File: src/hdl/ppse_pkg.sv
// Package for the pulse-period speed estimator: widths, register indexes, commands.
// Used by every module of the block; depends on nothing.
`default_nettype none
package ppse_pkg;
  localparam int AvgDepth = 8;
  localparam int SlotW = $clog2(AvgDepth);
  localparam int FillW = $clog2(AvgDepth + 1);
  localparam int CfgIdxW = 3;

  localparam logic [CfgIdxW-1:0] REG_K = 3'd0;
  localparam logic [CfgIdxW-1:0] REG_MAX_SPEED = 3'd1;
  localparam logic [CfgIdxW-1:0] REG_FAST_THR = 3'd2;
  localparam logic [CfgIdxW-1:0] REG_ALPHA_FAST = 3'd3;
  localparam logic [CfgIdxW-1:0] REG_ALPHA_SLOW = 3'd4;
  localparam logic [CfgIdxW-1:0] REG_TIMEOUT = 3'd5;

  localparam logic CMD_PULSE = 1'b0;
  localparam logic CMD_TICK = 1'b1;

  // Divider request: 40-bit dividend over 35-bit divisor.
  typedef struct packed {
    logic        start;
    logic [39:0] dividend;
    logic [34:0] divisor;
  } div_req_t;

  typedef struct packed {
    logic        done;
    logic [39:0] quotient;
  } div_rsp_t;
endpackage
`default_nettype wire

File: src/hdl/ppse_divider.sv
// Restoring serial divider, one quotient bit per cycle.
// Depends on ppse_pkg for the request and response structs.
`default_nettype none
module ppse_divider
  import ppse_pkg::*;
(
  input  wire logic     clk,
  input  wire logic     rst,
  input  div_req_t      req,
  output div_rsp_t      rsp
);
  logic [39:0] quo;
  logic [35:0] rem;
  logic [34:0] dvs;
  logic [5:0]  cnt;
  logic        busy;
  logic        done;
  logic [35:0] shifted;
  logic [36:0] trial;

  assign shifted = {rem[34:0], quo[39]};
  assign trial = {1'b0, shifted} - {2'b00, dvs};

  always_ff @(posedge clk) begin
    if (rst) begin
      busy <= 1'b0;
      done <= 1'b0;
    end else begin
      done <= 1'b0;
      if (req.start) begin
        busy <= 1'b1;
        cnt <= 6'd40;
        quo <= req.dividend;
        rem <= '0;
        dvs <= req.divisor;
      end else if (busy) begin
        // Quotient bits shift in at the bottom as dividend bits leave the top.
        if (!trial[36]) begin
          rem <= trial[35:0];
          quo <= {quo[38:0], 1'b1};
        end else begin
          rem <= shifted;
          quo <= {quo[38:0], 1'b0};
        end
        cnt <= cnt - 6'd1;
        if (cnt == 6'd1) begin
          busy <= 1'b0;
          done <= 1'b1;
        end
      end
    end
  end
  assign rsp = {done, quo};

  assert property (@(posedge clk) disable iff (rst) done |-> !busy)
    else $error("divider done while busy");
  assert property (@(posedge clk) disable iff (rst) busy |-> cnt != 6'd0)
    else $error("divider count underflow");
  assert property (@(posedge clk) disable iff (rst) req.start |=> busy)
    else $error("divider did not start");
endmodule
`default_nettype wire

File: src/hdl/pulse_period_speed_estimator_unit.sv
// Top level of the pulse-period speed estimator: config registers, sequencer, ring.
// Depends on ppse_pkg and ppse_divider.
//
//  channel | signals                                   | direction
//  cfg     | cfg_valid cfg_ready cfg_index cfg_data     | in (ready out)
//  in      | in_valid in_stall cmd timestamp_us         | in (stall out)
//  out     | out_valid out_stall speed_q8 updated glitch| out (stall in)
//
// A tick, a first pulse or a glitch goes from S_IDLE through S_CHECK to S_OUT before
// the next input transaction; an accepted pulse also takes two passes through the shared
// serial divider, a serial sweep of the filled part of the period ring and a filter
// multiply whose product is registered before it is applied (skipped while unprimed).
// Reset is synchronous and clears the sequencer, ring fill and filter state; the ring needs no clearing.
// While a result waits on out_stall no new item is taken.
`default_nettype none
module pulse_period_speed_estimator_unit
  import ppse_pkg::*;
(
  input  wire logic               clk,
  input  wire logic               rst,
  input  wire logic               cfg_valid,
  output logic                    cfg_ready,
  input  wire logic [CfgIdxW-1:0] cfg_index,
  input  wire logic [31:0]        cfg_data,
  input  wire logic               in_valid,
  output logic                    in_stall,
  input  wire logic               cmd,
  input  wire logic [31:0]        timestamp_us,
  output logic                    out_valid,
  input  wire logic               out_stall,
  output logic [15:0]             speed_q8,
  output logic                    updated,
  output logic                    glitch
);
  typedef enum logic [3:0] {
    S_IDLE, S_CHECK, S_SUM, S_DIV1, S_WAIT1, S_DIV2, S_WAIT2, S_FILT, S_APPLY, S_OUT
  } state_t;

  state_t state;
  logic [25:0] k_reg;
  logic [15:0] maxs_reg, thr_reg, af_reg, as_reg;
  logic [31:0] tmo_reg;

  logic [31:0] ring [AvgDepth];
  logic [SlotW-1:0] write_slot, rd_idx;
  logic [FillW-1:0] fill_count, sum_cnt;
  logic [31:0] last_pulse_time, period, ts_hold;
  logic have_last_pulse, filter_primed, cmd_hold;
  logic [23:0] filtered_speed;
  logic [34:0] sum;
  logic [31:0] avg;
  logic [15:0] spd;
  logic [24:0] err_mag;
  logic err_neg;
  logic [40:0] prod;
  logic [31:0] rd_data;
  logic prod_ready, publish;

  div_req_t dreq;
  div_rsp_t drsp;

  ppse_divider u_div (.clk(clk), .rst(rst), .req(dreq), .rsp(drsp));

  assign cfg_ready = 1'b1;
  assign in_stall = (state != S_IDLE);

  always_ff @(posedge clk) begin
    if (rst) begin
      k_reg <= 26'd900000;
      maxs_reg <= 16'd51200;
      thr_reg <= 16'd1280;
      af_reg <= 16'd32768;
      as_reg <= 16'd6554;
      tmo_reg <= 32'd2000000;
    end else if (cfg_valid) begin
      case (cfg_index)
        REG_K:          k_reg <= cfg_data[25:0];
        REG_MAX_SPEED:  maxs_reg <= cfg_data[15:0];
        REG_FAST_THR:   thr_reg <= cfg_data[15:0];
        REG_ALPHA_FAST: af_reg <= cfg_data[15:0];
        REG_ALPHA_SLOW: as_reg <= cfg_data[15:0];
        REG_TIMEOUT:    tmo_reg <= cfg_data;
        default: ;
      endcase
    end
  end

  // Ring memory: registered read at the sweep address.
  always_ff @(posedge clk) begin
    rd_data <= ring[rd_idx];
  end

  logic [47:0] lim_lhs;
  logic [35:0] ten_k;
  logic [33:0] k256;
  assign lim_lhs = {16'd0, period} * {32'd0, maxs_reg};
  assign ten_k = {10'd0, k_reg} * 36'd10;
  assign k256 = {k_reg, 8'd0};

  logic [24:0] target;
  logic signed [25:0] err_s;
  assign target = {1'b0, spd, 8'd0};
  assign err_s = $signed({1'b0, target}) - $signed({2'b00, filtered_speed});

  always_ff @(posedge clk) begin
    if (rst) begin
      state <= S_IDLE;
      out_valid <= 1'b0;
      write_slot <= '0;
      fill_count <= '0;
      last_pulse_time <= '0;
      have_last_pulse <= 1'b0;
      filtered_speed <= '0;
      filter_primed <= 1'b0;
      speed_q8 <= '0;
      dreq.start <= 1'b0;
      prod_ready <= 1'b0;
      publish <= 1'b0;
    end else begin
      dreq.start <= 1'b0;
      case (state)
        S_IDLE: begin
          if (in_valid) begin
            cmd_hold <= cmd;
            ts_hold <= timestamp_us;
            period <= timestamp_us - last_pulse_time;
            state <= S_CHECK;
          end
        end
        S_CHECK: begin
          updated <= 1'b0;
          glitch <= 1'b0;
          state <= S_OUT;
          if (cmd_hold == CMD_TICK) begin
            if (have_last_pulse && period > tmo_reg) begin
              write_slot <= '0;
              fill_count <= '0;
              last_pulse_time <= '0;
              have_last_pulse <= 1'b0;
              filtered_speed <= '0;
              filter_primed <= 1'b0;
              speed_q8 <= '0;
              updated <= 1'b1;
            end
          end else if (!have_last_pulse) begin
            last_pulse_time <= ts_hold;
            have_last_pulse <= 1'b1;
          end else begin
            last_pulse_time <= ts_hold;
            if (lim_lhs < {14'd0, k256} || {4'd0, period} > ten_k) begin
              glitch <= 1'b1;
            end else begin
              ring[write_slot] <= period;
              write_slot <= write_slot + 1'b1;
              if (fill_count < FillW'(AvgDepth))
                fill_count <= fill_count + 1'b1;
              rd_idx <= '0;
              sum <= '0;
              sum_cnt <= '0;
              state <= S_SUM;
            end
          end
        end
        S_SUM: begin
          // One entry per cycle; read data arrives in the cycle after its address.
          if (sum_cnt != '0)
            sum <= sum + {3'd0, rd_data};
          if (sum_cnt == fill_count) begin
            state <= S_DIV1;
          end else begin
            sum_cnt <= sum_cnt + 1'b1;
            rd_idx <= rd_idx + 1'b1;
          end
        end
        S_DIV1: begin
          dreq.start <= 1'b1;
          dreq.dividend <= {5'd0, sum};
          dreq.divisor <= {{(35-FillW){1'b0}}, fill_count};
          state <= S_WAIT1;
        end
        S_WAIT1: begin
          if (drsp.done) begin
            avg <= drsp.quotient[31:0];
            state <= S_DIV2;
          end
        end
        S_DIV2: begin
          dreq.start <= 1'b1;
          dreq.dividend <= {6'd0, k256};
          dreq.divisor <= {3'd0, avg};
          state <= S_WAIT2;
        end
        S_WAIT2: begin
          if (drsp.done) begin
            if (avg == '0 || drsp.quotient > 40'd65535)
              spd <= 16'hFFFF;
            else
              spd <= drsp.quotient[15:0];
            state <= S_FILT;
          end
        end
        S_FILT: begin
          err_neg <= err_s[25];
          err_mag <= err_s[25] ? 25'(-err_s) : err_s[24:0];
          state <= S_APPLY;
          if (!filter_primed) begin
            filtered_speed <= target[23:0];
            filter_primed <= 1'b1;
            speed_q8 <= spd;
            updated <= 1'b1;
            state <= S_OUT;
          end
        end
        S_APPLY: begin
          // err_mag fits 25 bits; alpha*mag stays within 41 bits.
          if (prod_ready) begin
            if (err_neg)
              filtered_speed <= filtered_speed - 24'((prod + 41'd65535) >> 16);
            else
              filtered_speed <= filtered_speed + 24'(prod >> 16);
            publish <= 1'b1;
            prod_ready <= 1'b0;
            state <= S_OUT;
          end else begin
            prod <= {16'd0, err_mag} *
                    {25'd0, ((err_mag > {1'b0, thr_reg, 8'd0}) ? af_reg : as_reg)};
            prod_ready <= 1'b1;
          end
        end
        S_OUT: begin
          if (publish) begin
            speed_q8 <= filtered_speed[23:8];
            updated <= 1'b1;
            publish <= 1'b0;
          end else if (!out_valid) begin
            out_valid <= 1'b1;
          end else if (!out_stall) begin
            out_valid <= 1'b0;
            state <= S_IDLE;
          end
        end
        default: state <= S_IDLE;
      endcase
    end
  end

  assert property (@(posedge clk) disable iff (rst) out_valid |-> state == S_OUT)
    else $error("result shown outside output state");
  assert property (@(posedge clk) disable iff (rst) fill_count <= FillW'(AvgDepth))
    else $error("fill count overflow");
  assert property (@(posedge clk) disable iff (rst) filter_primed |-> have_last_pulse)
    else $error("filter primed without armed pulse");
endmodule
`default_nettype wire
File: config.mk
export PLATFORM = sky130hd
export DESIGN_NAME = pulse_period_speed_estimator_unit
export DESIGN_NICKNAME = d
export VERILOG_FILES = /design/src/hdl/ppse_pkg.sv /design/src/hdl/ppse_divider.sv /design/src/hdl/pulse_period_speed_estimator_unit.sv
export SDC_FILE = /design/constraint.sdc
export NUM_CORES = 2
export LEC_CHECK = 0
export ABC_AREA = 1
export BUFFER_PORTS_ARGS = -buffer_cell sky130_fd_sc_hd__buf_2
export CAP_MARGIN = 20
export CORE_MARGIN = 2
export CORE_UTILIZATION = 59
export CTS_CLUSTER_DIAMETER = 30
export CTS_CLUSTER_SIZE = 8
export DETAILED_ROUTE_END_ITERATION = 16
export PLACE_DENSITY = 0.78
export SLEW_MARGIN = 15
export SYNTH_ARGS = -nofsm -noshare
export SYNTH_HDL_FRONTEND = slang
export SYNTH_SLANG_ARGS = --single-unit
export TNS_END_PERCENT = 1
File: constraint.sdc
create_clock -name clk -period 9.05 [get_ports clk]
set_input_delay 0.905 -clock clk [delete_from_list [all_inputs] [get_ports clk]]
set_output_delay 0.905 -clock clk [all_outputs]
set_load 0.03 [all_outputs]
==> impl_results.md <==
- Initial cell density of the core: 59.5%
- Power Density: 288 nW/um^2
- Post-synthesis sequential area ratio: 33.1%
- Minimum clock period: 8.64 ns
- Top flop regs: ring x256, dreq x68
- Setup CP Type: reg2reg
- Initial antenna violation count: 17
- Nature of the critical path startpoint: register
- Yosys warns: 0
- Async S/R FF share, synth: 0%
- Proportion of layout cells with a drive suffix above 1: 8.62%
- Most used routing layer in global routing: met2
- Total power: 24.6 mW
- Least-Margin Pin Slew: 1.04 ns
- Hold wc startpoint: timestamp_us[23]
- CP endpoint kind: register
- Main synth FF type: edfxtp_1
- Drt pass-1 iters: 8
- Fin nets: 10200
- Vias: 61500
- Static leakage: 39.0 nW
- Slowest stage delay, CP: 0.59 ns
- Max Slew Vio Count: 0
- DRT Wirelength: 219000 um
- Site Rows: 130
- Worst Setup SP: period[7]
- Period utilization: 95.4%
- Total CTS buffers: 186
- GR met3 Demand/Resource: 7.75%
- DPL Wire Length: 163000 um
- RR Startpoint: period[7]
- Via density: 5.74
- Post-synth EDFFs: 659
- VDD IR max: 310 uV
- Crit-path max FO: 32
- CP max-delay cell: edfxtp_1
- Final Hold Fails: 0
- Final GP Congestion: 0.979
- Area delta synth->final: 14.0%
- Placed Cells: 10300
- Max-cap violations: 0
- Hold Slack: 0.292 ns
- Initial DRC Count: 6277
- DIE WIDTH: 360 um
- Largest register by flop count: ring
- Syn Nets: 9992
- Total core area: 126000 um^2
- Clock slew at reported path FFs: 0.05 ns
- Deepest clock path buffer count: 3
- Clk sinks: 904
- Global-route wire length before repair: 344000 um
- CTS tree: built
- Met2 usage: 55.9%
- Max Clk Rate: 116 MHz
- Die area: 129000 um^2
- RSZ-0062 raised after global routing: yes
- H-tree levels: 4
- Skew-Pair Late Insertion Delay: 0.81 ns
- DR WL/cell: 20.5 um
- Slew HR: 30.0%
- Die outline height: 360 um
- Cts hold-fix bufs: 0
- Largest net degree at the start of global routing: 84
- Met1 GRT Util: 42.2%
- ANT nets after route: 0
- Max reg flops: 256
- Setup ws final: 0.413 ns
- Setup Viol. Count Final: 0
- Buffers on Ports: 92
- Root Buffer: clkbuf_16
- Yosys cell types: 61
- Total GRT Usage: 34.0%
- Avg Inst Size Synth: 8.63 um^2
- # DRC: 0
- Clk_skew: 0.0659 ns
- Non-Filler Instances: 10700
- Worst EP arrival: 9.10 ns
- Finished Core Util: 67.8%
- Mapped Cells: 8658
- Ports: 94
- Post-Syn Area: 74700 um^2
- Crit path required time: 9.52 ns
- Synthesized flop and latch total: 904
- Outcome: finished, final reports clean
- Remaining Overflow, GRT: 0
- Worst slack, placed: 0.311 ns
- Min-Delay Path Class: in2reg
- Vias in the first global route: 63300
- Number of fillers in the final layout: 9636
[placed cells by master (no fill, tap or decap), types with 11 or more instances in the layout]
master and instances:
bufinv_16 20, a21oi_1 495, a211oi_1 19, o21ai_2 13, buf_4 258, clkinvlp_4 15, buf_12 29, xnor2_1 85
nor2_1 797, clkinv_16 12, fa_1 741, o21bai_1 17, nand2_1 1743, o21a_1 25, nor3_1 47, xor2_1 146
dfxtp_1 244, clkinv_2 36, inv_1 1641, buf_2 91, o22ai_1 37, clkinv_1 24, a31oi_1 90, nor4_1 28
edfxtp_1 659, ha_1 520, nand4_1 52, o31ai_1 14, o21ai_0 518, o211ai_1 32, o21ai_1 18, clkbuf_1 35
clkbuf_16 189, nand3_1 173, clkbuf_8 11, nor2_4 15, or2_2 27, a21o_1 14
[routing by layer]
layer	vias to the layer above	part of all wire, %
met3	779	10
met2	3375	47
met5	-	0.058
met4	20	5.5
li1	27900	-
met1	29300	37
[Yosys cell counts (90+ instances only)]
| master | number | area (um^2) |
|---|---|---|
| a21oi_1 | 498 | 2490 |
| a31oi_1 | 90 | 563 |
| clkbuf_1 | 291 | 1090 |
| dfxtp_1 | 245 | 4900 |
| edfxtp_1 | 659 | 19800 |
| fa_1 | 741 | 14800 |
| ha_1 | 520 | 6510 |
| inv_1 | 1644 | 6170 |
| nand2_1 | 1743 | 6540 |
| nand3_1 | 174 | 871 |
| nor2_1 | 810 | 3040 |
| o21ai_0 | 521 | 2610 |
| xor2_1 | 146 | 1280 |
[cells by family (layout without fill, tap and decap cells)]
kind of cell / count (synthesis) / after routing / synth area share [%]
AOI/OAI and AO/OA: 1337 / 1337 / 9.82
buffers and inverters: 1993 / 2383 / 10.1
and+or+nand+nor: 2930 / 2930 / 15.7
other: 1 / 9 / 0.00502
DFF: 904 / 904 / 33.1
adders and majority gates: 1261 / 1261 / 28.6
xor gates and xnor gates: 232 / 232 / 2.73
[metrics by stage]
step / setup TNS [ns] / area, um^2
after global placement: 0 / 78300
after detailed placement: 0 / 78300
after floorplan: 0 / 74700
final: 0 / 85100
after CTS: 0 / 84700
after global routing: -0.555 / 85100
[path summary, 6_finish.rpt]
check | end | slack [ns] | cells after the start
hold / removal | ts_hold[23] | 0.29 | 1
setup / recovery | ring[4][10] | 0.41 | 40
setup reg to reg | ring[4][10] | 0.41 | 40
hold reg to reg | u_div.dvs[22] | 0.41 | 0
[worst max-delay path: cells and delay by family (launching register included)]
family,cells,cell delay (ns)
AND/OR/NAND/NOR,19,2.45
AO/OA/AOI/OAI,2,0.45
adder cells (fa/ha/maj),8,3.74
buffers and inverters,10,1.00
XOR/XNOR,1,0.11
flip-flops,1,0.59
[power by group]
| group | switching (mW) | internal [mW] | leakage [nW] |
|---|---|---|---|
| Clock | 2.32 | 4.51 | 3.10 |
| Sequential | 0.244 | 4.87 | 8.00 |
| Combinational | 7.93 | 4.68 | 27.9 |
[cell type report]
cell class	count	area [um^2]	area share, %
Inverter	1658	6230	7.31
Clock inverter	110	1440	1.69
Clock buffer	235	5010	5.89
Multi-Input combinational cell	5761	42600	50.1
Timing Repair Buffer	380	3030	3.56
Sequential cell	904	24700	29.0
Tap cell	1650	2060	2.43
Antenna cell	8	20.0	0.0235
[timing repair]
item                       CTS  global route
resized for setup            0             4
buffers inserted             0            29
setup endpoints to repair    0           256
Note: power is estimated with default switching activity, not from simulation.
